===== src/rtl/pssc_pkg.sv =====
package pssc_pkg;

  // Event kinds carried by one input beat
  typedef enum logic [1:0] {
    ACT_KEY  = 2'd0,
    ACT_LINE = 2'd1,
    ACT_ADC  = 2'd2,
    ACT_TICK = 2'd3
  } action_e;

  // Key codes; codes 5..7 carry no meaning and fall to the default arm
  typedef enum logic [2:0] {
    KEY_NONE    = 3'd0,
    KEY_UP      = 3'd1,
    KEY_DOWN    = 3'd2,
    KEY_CANCEL  = 3'd3,
    KEY_CONFIRM = 3'd4
  } key_e;

  typedef enum logic [1:0] {
    REPLY_NONE = 2'd0,
    REPLY_SET  = 2'd1,
    REPLY_OK   = 2'd2,
    REPLY_ERR  = 2'd3
  } reply_e;

  // Configuration register indexes
  localparam logic [1:0] REG_TRIP_LEVEL   = 2'd0;
  localparam logic [1:0] REG_MAX_SETPOINT = 2'd1;

  localparam logic [11:0] TRIP_RESET     = 12'd3390;
  localparam logic [7:0]  MAX_RESET      = 8'd120;
  localparam logic [7:0]  SETPOINT_RESET = 8'd50;

  // DAC code = tenths * 4095 / 120 = tenths * 273 / 8, exact
  localparam logic [11:0] DAC_FULL        = 12'd4095;
  localparam logic [8:0]  DAC_SLOPE_NUM   = 9'd273;
  localparam int unsigned DAC_SLOPE_SHIFT = 3;

  // ASCII codes used by the line parser
  localparam logic [7:0] CH_S     = 8'h73;
  localparam logic [7:0] CH_E     = 8'h65;
  localparam logic [7:0] CH_T     = 8'h74;
  localparam logic [7:0] CH_DOT   = 8'h2E;
  localparam logic [7:0] CH_ZERO  = 8'h30;
  localparam logic [7:0] CH_ONE   = 8'h31;
  localparam logic [7:0] CH_TWO   = 8'h32;
  localparam logic [7:0] CH_NINE  = 8'h39;

  typedef struct packed {
    action_e     action;
    key_e        key_code;
    logic [7:0]  line_length;
    logic [7:0]  char_zero;
    logic [7:0]  char_one;
    logic [7:0]  char_two;
    logic [7:0]  char_three;
    logic [11:0] adc_sample;
  } item_t;

  typedef struct packed {
    logic [7:0] pending;
    logic [7:0] applied;
    logic       edit;
    logic       wr_pend;
  } state_t;

  typedef struct packed {
    logic        dac_write;
    logic [11:0] dac_code;
    logic [7:0]  setpoint_now;
    logic        editing_now;
    reply_e      reply;
    logic        overcurrent;
  } result_t;

  function automatic logic is_digit(logic [7:0] c);
    return (c >= CH_ZERO) && (c <= CH_NINE);
  endfunction

  function automatic logic [7:0] clamp_max(logic [8:0] v, logic [7:0] m);
    return (v > {1'b0, m}) ? m : v[7:0];
  endfunction

endpackage


===== src/rtl/pssc_step.sv =====
module pssc_step import pssc_pkg::*; (
  input  item_t       item_i,
  input  state_t      state_i,
  input  logic [11:0] trip_level_i,
  input  logic [7:0]  max_setpoint_i,
  output state_t      state_o,
  output result_t     result_o
);

  logic [7:0]  ch0, ch1, ch2, ch3;
  logic        is_set_cmd;
  logic        val_ok;
  logic [7:0]  val;
  logic [7:0]  val_clamped;
  logic [16:0] dac_prod;
  logic [13:0] dac_raw;
  logic [11:0] dac_sat;

  // Characters past the line end read as zero
  assign ch0 = (item_i.line_length > 8'd0) ? item_i.char_zero  : 8'd0;
  assign ch1 = (item_i.line_length > 8'd1) ? item_i.char_one   : 8'd0;
  assign ch2 = (item_i.line_length > 8'd2) ? item_i.char_two   : 8'd0;
  assign ch3 = (item_i.line_length > 8'd3) ? item_i.char_three : 8'd0;

  assign is_set_cmd = (item_i.line_length == 8'd3) &&
                      (ch0 == CH_S) && (ch1 == CH_E) && (ch2 == CH_T);

  // Value parser: X.Y or 1X.Y
  always_comb begin
    val_ok = 1'b0;
    val    = 8'd0;
    if (ch1 == CH_DOT) begin
      if ((ch0 >= CH_ONE) && (ch0 <= CH_NINE) && is_digit(ch2)) begin
        val_ok = 1'b1;
        val    = 8'({4'd0, ch0[3:0]} * 8'd10) + {4'd0, ch2[3:0]};
      end
    end else if (ch2 == CH_DOT) begin
      if ((ch0 == CH_ONE) && (ch1 >= CH_ZERO) && (ch1 <= CH_TWO) && is_digit(ch3)) begin
        val_ok = 1'b1;
        val    = 8'd100 + 8'({4'd0, ch1[3:0]} * 8'd10) + {4'd0, ch3[3:0]};
      end
    end
  end

  assign val_clamped = clamp_max({1'b0, val}, max_setpoint_i);

  // DAC scaling of the applied setpoint, saturated to full scale
  assign dac_prod = 17'(state_i.applied) * 17'(DAC_SLOPE_NUM);
  assign dac_raw  = dac_prod[16:DAC_SLOPE_SHIFT];
  assign dac_sat  = (dac_raw > 14'(DAC_FULL)) ? DAC_FULL : dac_raw[11:0];

  // Next state and result for one event
  always_comb begin
    state_o              = state_i;
    result_o.dac_write   = 1'b0;
    result_o.dac_code    = 12'd0;
    result_o.reply       = REPLY_NONE;
    result_o.overcurrent = 1'b0;
    case (item_i.action)
      ACT_KEY: begin
        case (item_i.key_code)
          KEY_UP: begin
            state_o.edit    = 1'b1;
            state_o.pending = clamp_max({1'b0, state_i.pending} + 9'd1, max_setpoint_i);
          end
          KEY_DOWN: begin
            state_o.edit    = 1'b1;
            state_o.pending = clamp_max((state_i.pending == 8'd0) ? 9'd0 :
                                        {1'b0, state_i.pending} - 9'd1, max_setpoint_i);
          end
          KEY_CANCEL: begin
            state_o.pending = state_i.applied;
            state_o.edit    = 1'b0;
          end
          KEY_CONFIRM: begin
            state_o.wr_pend = 1'b1;
            state_o.edit    = 1'b0;
            state_o.applied = state_i.pending;
          end
          default: ;
        endcase
      end
      ACT_LINE: begin
        if (is_set_cmd) begin
          result_o.reply = REPLY_SET;
          state_o.edit   = 1'b1;
        end else if (state_i.edit) begin
          state_o.edit = 1'b0;
          if (val_ok) begin
            state_o.pending = val_clamped;
            state_o.applied = val_clamped;
            state_o.wr_pend = 1'b1;
            result_o.reply  = REPLY_OK;
          end else begin
            state_o.pending = state_i.applied;
            result_o.reply  = REPLY_ERR;
          end
        end else begin
          result_o.reply = REPLY_ERR;
        end
      end
      ACT_ADC: begin
        if (item_i.adc_sample >= trip_level_i) begin
          state_o.pending      = 8'd0;
          state_o.applied      = 8'd0;
          result_o.dac_write   = 1'b1;
          result_o.overcurrent = 1'b1;
        end
      end
      ACT_TICK: begin
        if (state_i.wr_pend) begin
          result_o.dac_write = 1'b1;
          result_o.dac_code  = dac_sat;
          state_o.wr_pend    = 1'b0;
        end
      end
      default: ;
    endcase
    result_o.setpoint_now = state_o.pending;
    result_o.editing_now  = state_o.edit;
  end

endmodule


===== src/rtl/power_supply_setpoint_controller.sv =====
// Setpoint controller for a DAC-driven supply, voltages in tenths of a volt.
// Input channel (in_valid_i/in_ready_o): one beat is one event, a key press,
// a received text line (length plus first four characters), an ADC current
// sample or a DAC service tick, chosen by action_i.
// Output channel (out_valid_o/out_ready_i): exactly one result beat per event
// with the DAC write strobe and code, the pending setpoint, edit mode, the
// text reply and the overcurrent flag.
// Config port: cfg_we_i writes cfg_data_i into register cfg_addr_i
// (0 trip level, 1 max setpoint); write only while no event is in flight.
// Each result beat comes in the cycle after its event; one event is taken
// per cycle, bounded only by the single result register: a new beat is taken
// whenever that register is empty or is being drained in the same cycle.
// If the receiver stalls, the result is held and in_ready_o drops until it
// is taken. Reset restores trip level 3390, max setpoint 120, both setpoints
// 50, edit mode off, a DAC write pending, and empties the result register.
module power_supply_setpoint_controller import pssc_pkg::*; (
  input  logic        clk_i,
  input  logic        rst_ni,
  input  logic        cfg_we_i,
  input  logic [1:0]  cfg_addr_i,
  input  logic [11:0] cfg_data_i,
  input  logic        in_valid_i,
  output logic        in_ready_o,
  input  logic [1:0]  action_i,
  input  logic [2:0]  key_code_i,
  input  logic [7:0]  line_length_i,
  input  logic [7:0]  char_zero_i,
  input  logic [7:0]  char_one_i,
  input  logic [7:0]  char_two_i,
  input  logic [7:0]  char_three_i,
  input  logic [11:0] adc_sample_i,
  output logic        out_valid_o,
  input  logic        out_ready_i,
  output logic        dac_write_o,
  output logic [11:0] dac_code_o,
  output logic [7:0]  setpoint_now_o,
  output logic        editing_now_o,
  output logic [1:0]  reply_o,
  output logic        overcurrent_o
);

  logic [11:0] trip_q;
  logic [7:0]  max_q;
  state_t      state_q, state_d;
  result_t     res_q, res_d;
  logic        out_valid_q;
  item_t       item;
  logic        in_fire;

  assign item = '{
    action:      action_e'(action_i),
    key_code:    key_e'(key_code_i),
    line_length: line_length_i,
    char_zero:   char_zero_i,
    char_one:    char_one_i,
    char_two:    char_two_i,
    char_three:  char_three_i,
    adc_sample:  adc_sample_i
  };

  assign in_ready_o = !out_valid_q || out_ready_i;
  assign in_fire    = in_valid_i && in_ready_o;

  pssc_step u_step (
    .item_i         (item),
    .state_i        (state_q),
    .trip_level_i   (trip_q),
    .max_setpoint_i (max_q),
    .state_o        (state_d),
    .result_o       (res_d)
  );

  // Configuration registers
  always_ff @(posedge clk_i or negedge rst_ni) begin
    if (!rst_ni) begin
      trip_q <= TRIP_RESET;
      max_q  <= MAX_RESET;
    end else if (cfg_we_i) begin
      case (cfg_addr_i)
        REG_TRIP_LEVEL:   trip_q <= cfg_data_i;
        REG_MAX_SETPOINT: max_q  <= cfg_data_i[7:0];
        default: ;
      endcase
    end
  end

  // Controller state advances once per accepted beat
  always_ff @(posedge clk_i or negedge rst_ni) begin
    if (!rst_ni) begin
      state_q <= '{pending: SETPOINT_RESET, applied: SETPOINT_RESET,
                   edit: 1'b0, wr_pend: 1'b1};
    end else if (in_fire) begin
      state_q <= state_d;
    end
  end

  // Result register
  always_ff @(posedge clk_i or negedge rst_ni) begin
    if (!rst_ni) begin
      out_valid_q <= 1'b0;
    end else if (in_ready_o) begin
      out_valid_q <= in_valid_i;
    end
  end

  always_ff @(posedge clk_i) begin
    if (in_fire) begin
      res_q <= res_d;
    end
  end

  assign out_valid_o    = out_valid_q;
  assign dac_write_o    = res_q.dac_write;
  assign dac_code_o     = res_q.dac_code;
  assign setpoint_now_o = res_q.setpoint_now;
  assign editing_now_o  = res_q.editing_now;
  assign reply_o        = res_q.reply;
  assign overcurrent_o  = res_q.overcurrent;

endmodule


===== config.mk =====
export PLATFORM = sky130hd
export DESIGN_NAME = power_supply_setpoint_controller
export DESIGN_NICKNAME = d
export VERILOG_FILES = /design/src/rtl/pssc_pkg.sv /design/src/rtl/pssc_step.sv /design/src/rtl/power_supply_setpoint_controller.sv
export SDC_FILE = /design/constraint.sdc
export NUM_CORES = 1
export LEC_CHECK = 0
export ABC_CLOCK_PERIOD_IN_PS = 7000
export BUFFER_PORTS_ARGS = -buffer_cell sky130_fd_sc_hd__buf_2
export CORE_ASPECT_RATIO = 1.5
export CORE_MARGIN = 1
export CORE_UTILIZATION = 45
export CTS_BUF_LIST = sky130_fd_sc_hd__clkbuf_4 sky130_fd_sc_hd__clkbuf_8
export DETAILED_ROUTE_END_ITERATION = 16
export PLACE_DENSITY = 0.66
export SYNTH_ARGS = -nofsm -noshare
export SYNTH_HDL_FRONTEND = slang
export SYNTH_HIERARCHICAL = 1
export SYNTH_SLANG_ARGS = --single-unit

===== constraint.sdc =====
create_clock -name clk_i -period 7 [get_ports clk_i]
set_clock_uncertainty 0.05 [all_clocks]
set_input_delay 0 -clock clk_i [delete_from_list [all_inputs] [get_ports clk_i]]
set_output_delay 0 -clock clk_i [all_outputs]
set_load 0.02 [all_outputs]

==> results summary <==
The xor/xnor share of the synthesized area came out at 0.0382. The minimum setup slack after placement is 1.26 ns. Synthesis inferred 64 register bits. The final design instance area without fill is 7240 um2.

The worst setup path is launched from a primary input. Input and output buffers added on the ports amount to 102. The initial antenna violation count was 1. The count of standard-cell rows is 52.

Dividing total power by cell area gives a power density of 293 nW/um2. The leakage power figure is 3.39 nW. The net count after synthesis is 838. The number of antenna-violating nets in the routed design is 0.

The mux share of post-synthesis cell area is 0.109. Of the available clock period, the critical path in the final layout requires 0.769. The number of standard cells in the final layout excluding fillers came out at 949. After layout, the minimum clock period comes to 5.39 ns. The synthesis-to-finish area growth came out at 14.5%. The flow ran to the end, and the final reports show no timing, DRC or antenna violations.

The final routed wire length divided by cell count is 19.2 um. Ranked by total cell area, the synthesized netlist is headed by sky130_fd_sc_hd__ha_1, sky130_fd_sc_hd__edfxtp_1, sky130_fd_sc_hd__dfrtp_1, sky130_fd_sc_hd__dfstp_2, sky130_fd_sc_hd__mux2_2. The main combinational cell family by area after synthesis is compound AO/OA/AOI/OAI gates. The total count of max-transition violations in the final report came out at 0. The combined area of all synthesized cells came out at 6320 um2.

The maximum clock frequency is 186 MHz. The root buffer cell chosen for the clock tree is sky130_fd_sc_hd__clkbuf_8. The post-synthesis share of cell area spent on full adders, half adders and majority gates is 0.165. After detailed routing, the number of remaining DRC violations is 0.

TritonCTS built the clock tree. The post-synthesis share of cell area spent on and, or, nand and nor gates is 0.173. The utilization of the core after routing is 0.533. Across all setup checks in the final design, the least slack found is 1.61 ns. The placeable core area came out at 13600 um2. The reported max-cap violation count is 0. The path class of the tightest hold or removal check is primary input to register. The clock passes through at most 2 buffers.

The placed instances occupy a cell area of 6890 um2. Setup repair after global routing left no endpoint under its margin. The number of enable flip-flop cells after synthesis is 25. The clock insertion delay at the later pin of the skew report came out at 0.37 ns. The warning count from the yosys run came out at 6. The count of final setup violators is 0. The synthesized instance count came out at 682. The share of the yosys chip area belonging to registers is 0.277. The via density per instance is 5.99. The clock input transition at the sequential cells of the worst setup and hold paths is 0.08 ns. Of the cells placed in the final design, the portion with a size suffix greater than 1 is 0.266. The filler cell count is 1242. The worst voltage drop across the vdd grid is 0.000167 V. The horizontal extent of the die came out at 98.8 um. The number of cells in the design after placement came out at 917. The pin count of the biggest net entering global routing is 40. The number of primary I/O pins came out at 103.

The half-perimeter wire length of the detailed placement result came out at 14200 um. The most used flip-flop cell after synthesis is sky130_fd_sc_hd__edfxtp_1. The clock net in this run drives a total of 64 sinks.

The floorplan die area is 14500 um2. Hold is met by 0.0491 ns. The via count of the first global-routing pass is 5843. The initial cell density of the core came out at 0.465. The dominant cell by count in the synthesized netlist is sky130_fd_sc_hd__ha_1. The destination of the critical timing path is state_q[6]. At the worst endpoint, the required time is 7.24 ns. The transition time at the pin with the least slew margin is 1.02 ns. The number of cells traversed by the worst register-to-register path is 14. The first global-routing pass estimated 28800 um of wire.

Each instance of the synthesized netlist takes up on average 9.27 um2. The total congestion overflow is 0. The number of design-rule violations left by the first detailed-router iteration came out at 269.

In this run the critical register-to-register path is captured at state_q[14]. The number of buffers inserted during clock tree synthesis is 9. STA classifies the critical path endpoint as a register. Data arrives at the worst endpoint at 5.63 ns. The fraction of registers with async set or reset after synthesis came out at 0.609. The top-area cell type share of the netlist area is 0.146. The worst setup path is of the primary input to register kind. The reg2reg setup slack came out at 2.16 ns. The number of endpoints with negative hold slack in the final report came out at 0. The overall power consumption is 2.13 mW. The total negative slack for setup checks came out at 0 ns. The H-tree level count came out at 3.

The die is 147 um tall. For this run, the post-layout net count is 937. The global-route usage over all layers is 0.256. The largest fanout of any net on the critical path came out at 11. The post-CTS setup buffer count came out at 0.

The number of different library cells used by synthesis comes to 83. The timing startpoint of the critical path is line_length_i[3]. The weighted congestion at the end of routability-driven global placement is 0.925. The total number of vias is 5689. The worst max-slew margin expressed relative to the limit is 0.316. The number of iterations in the first detailed-routing pass came out at 5.

By count the netlist is led by sky130_fd_sc_hd__ha_1, sky130_fd_sc_hd__inv_1, sky130_fd_sc_hd__nor2_1. Of all cell types, the one taking the most synthesized area is sky130_fd_sc_hd__ha_1. The critical register-to-register path startpoint is state_q[13].

The detailed-route wire length is 18200 um. The post-synthesis compound-gate area fraction came out at 0.177.
worst min path at each step:
stage                     cells after the start         to          start
final                                         3  trip_q[6]  cfg_addr_i[1]
after global routing                          3  trip_q[6]  cfg_addr_i[1]
after CTS                                     3  trip_q[6]  cfg_addr_i[1]
after detailed placement                      1  trip_q[6]         rst_ni
after global placement                        1  trip_q[6]         rst_ni
after floorplan                               0   max_q[0]         rst_ni
critical path, cell delays in order:
cell	delay (ns)
sky130_fd_sc_hd__buf_2	0.09
sky130_fd_sc_hd__or4_1	0.70
sky130_fd_sc_hd__or2_0	0.43
sky130_fd_sc_hd__o21ai_0	0.29
sky130_fd_sc_hd__inv_1	0.07
sky130_fd_sc_hd__ha_1	0.28
sky130_fd_sc_hd__ha_1	0.16
sky130_fd_sc_hd__inv_1	0.06
sky130_fd_sc_hd__fa_1	0.40
sky130_fd_sc_hd__xnor2_1	0.18
sky130_fd_sc_hd__ha_1	0.23
sky130_fd_sc_hd__a21oi_1	0.14
sky130_fd_sc_hd__xnor3_1	0.21
sky130_fd_sc_hd__mux2_2	0.29
sky130_fd_sc_hd__nor2_1	0.10
sky130_fd_sc_hd__ha_1	0.26
sky130_fd_sc_hd__a21oi_1	0.12
sky130_fd_sc_hd__o21ai_0	0.10
sky130_fd_sc_hd__o22ai_1	0.14
sky130_fd_sc_hd__buf_4	0.21
sky130_fd_sc_hd__mux2_2	0.37
sky130_fd_sc_hd__mux2i_1	0.19
sky130_fd_sc_hd__nand2_1	0.09
sky130_fd_sc_hd__a32o_1	0.25
sky130_fd_sc_hd__mux2_2	0.26
report_power, final:
group	switching [mW]	internal, mW	leakage, nW
combinational	0.646	0.499	2.59
sequential	0.146	0.494	0.700
clock	0.165	0.175	0.0989
placed cells by master (no fill, tap or decap), types with 15 or more instances in the layout:
master                          netlist  layout
sky130_fd_sc_hd__dfrtp_1             20      20
sky130_fd_sc_hd__nand2_1             42      42
sky130_fd_sc_hd__mux2i_1             16      16
sky130_fd_sc_hd__a21oi_1             44      44
sky130_fd_sc_hd__mux2_2              35      35
sky130_fd_sc_hd__dfstp_2             19      19
sky130_fd_sc_hd__o21ai_0             39      39
sky130_fd_sc_hd__ha_1                74      74
sky130_fd_sc_hd__inv_1               55      55
sky130_fd_sc_hd__dlygate4sd3_1        0      15
sky130_fd_sc_hd__edfxtp_1            25      25
sky130_fd_sc_hd__buf_2                4     102
sky130_fd_sc_hd__nor2_1              45      45
sky130_fd_sc_hd__o211ai_1            15      15
what timing repair did:
action | 4_1_cts | 5_1_grt
gates resized for setup | 0 | 0
hold buffers | 15 | 0
endpoints found under the hold margin | 41 | 0
setup endpoints to repair | 0 | 0
layout make-up:
| type | instances | area, um2 | share of cell area |
|---|---|---|---|
| multi-input combinational | 530 | 4190 | 0.578 |
| sequential | 64 | 1750 | 0.242 |
| timing repair buffer | 120 | 683 | 0.0943 |
| inverter | 56 | 210 | 0.0290 |
| tap | 162 | 203 | 0.0280 |
| clock buffer | 10 | 138 | 0.0190 |
| clock inverter | 6 | 67.6 | 0.00933 |
| antenna | 1 | 2.50 | 0.000345 |
flip-flops by register name, indices dropped and copies added (netlist names):
signal,count
setpoint_now_o,8
dac_write_o,1
trip_q,12
reply_o,2
out_valid_o,1
state_q,18
overcurrent_o,1
dac_code_o,12
editing_now_o,1
max_q,8
kinds of logic (layout without fill, tap and decap cells):
family                     Yosys count  after routing
other                                0              1
DFF                                 64             64
and+or+nand+nor                    194            194
adders and majority gates           80             80
xor gates and xnor gates            26             26
AOI/OAI and AO/OA                  170            170
buffers and inverters               88            192
muxes                               60             60
layer usage:
| layer | global-route usage | vias to the layer above | share of wire |
|---|---|---|---|
| li1 | - | 2699 | - |
| met2 | 0.491 | 186 | 0.54 |
| met5 | 0 | - | 0 |
| met3 | 0.0480 | 42 | 0.040 |
| met4 | 0.116 | 0 | 0.037 |
| met1 | 0.264 | 2762 | 0.38 |
Note: power is estimated with default switching activity, not from simulation.
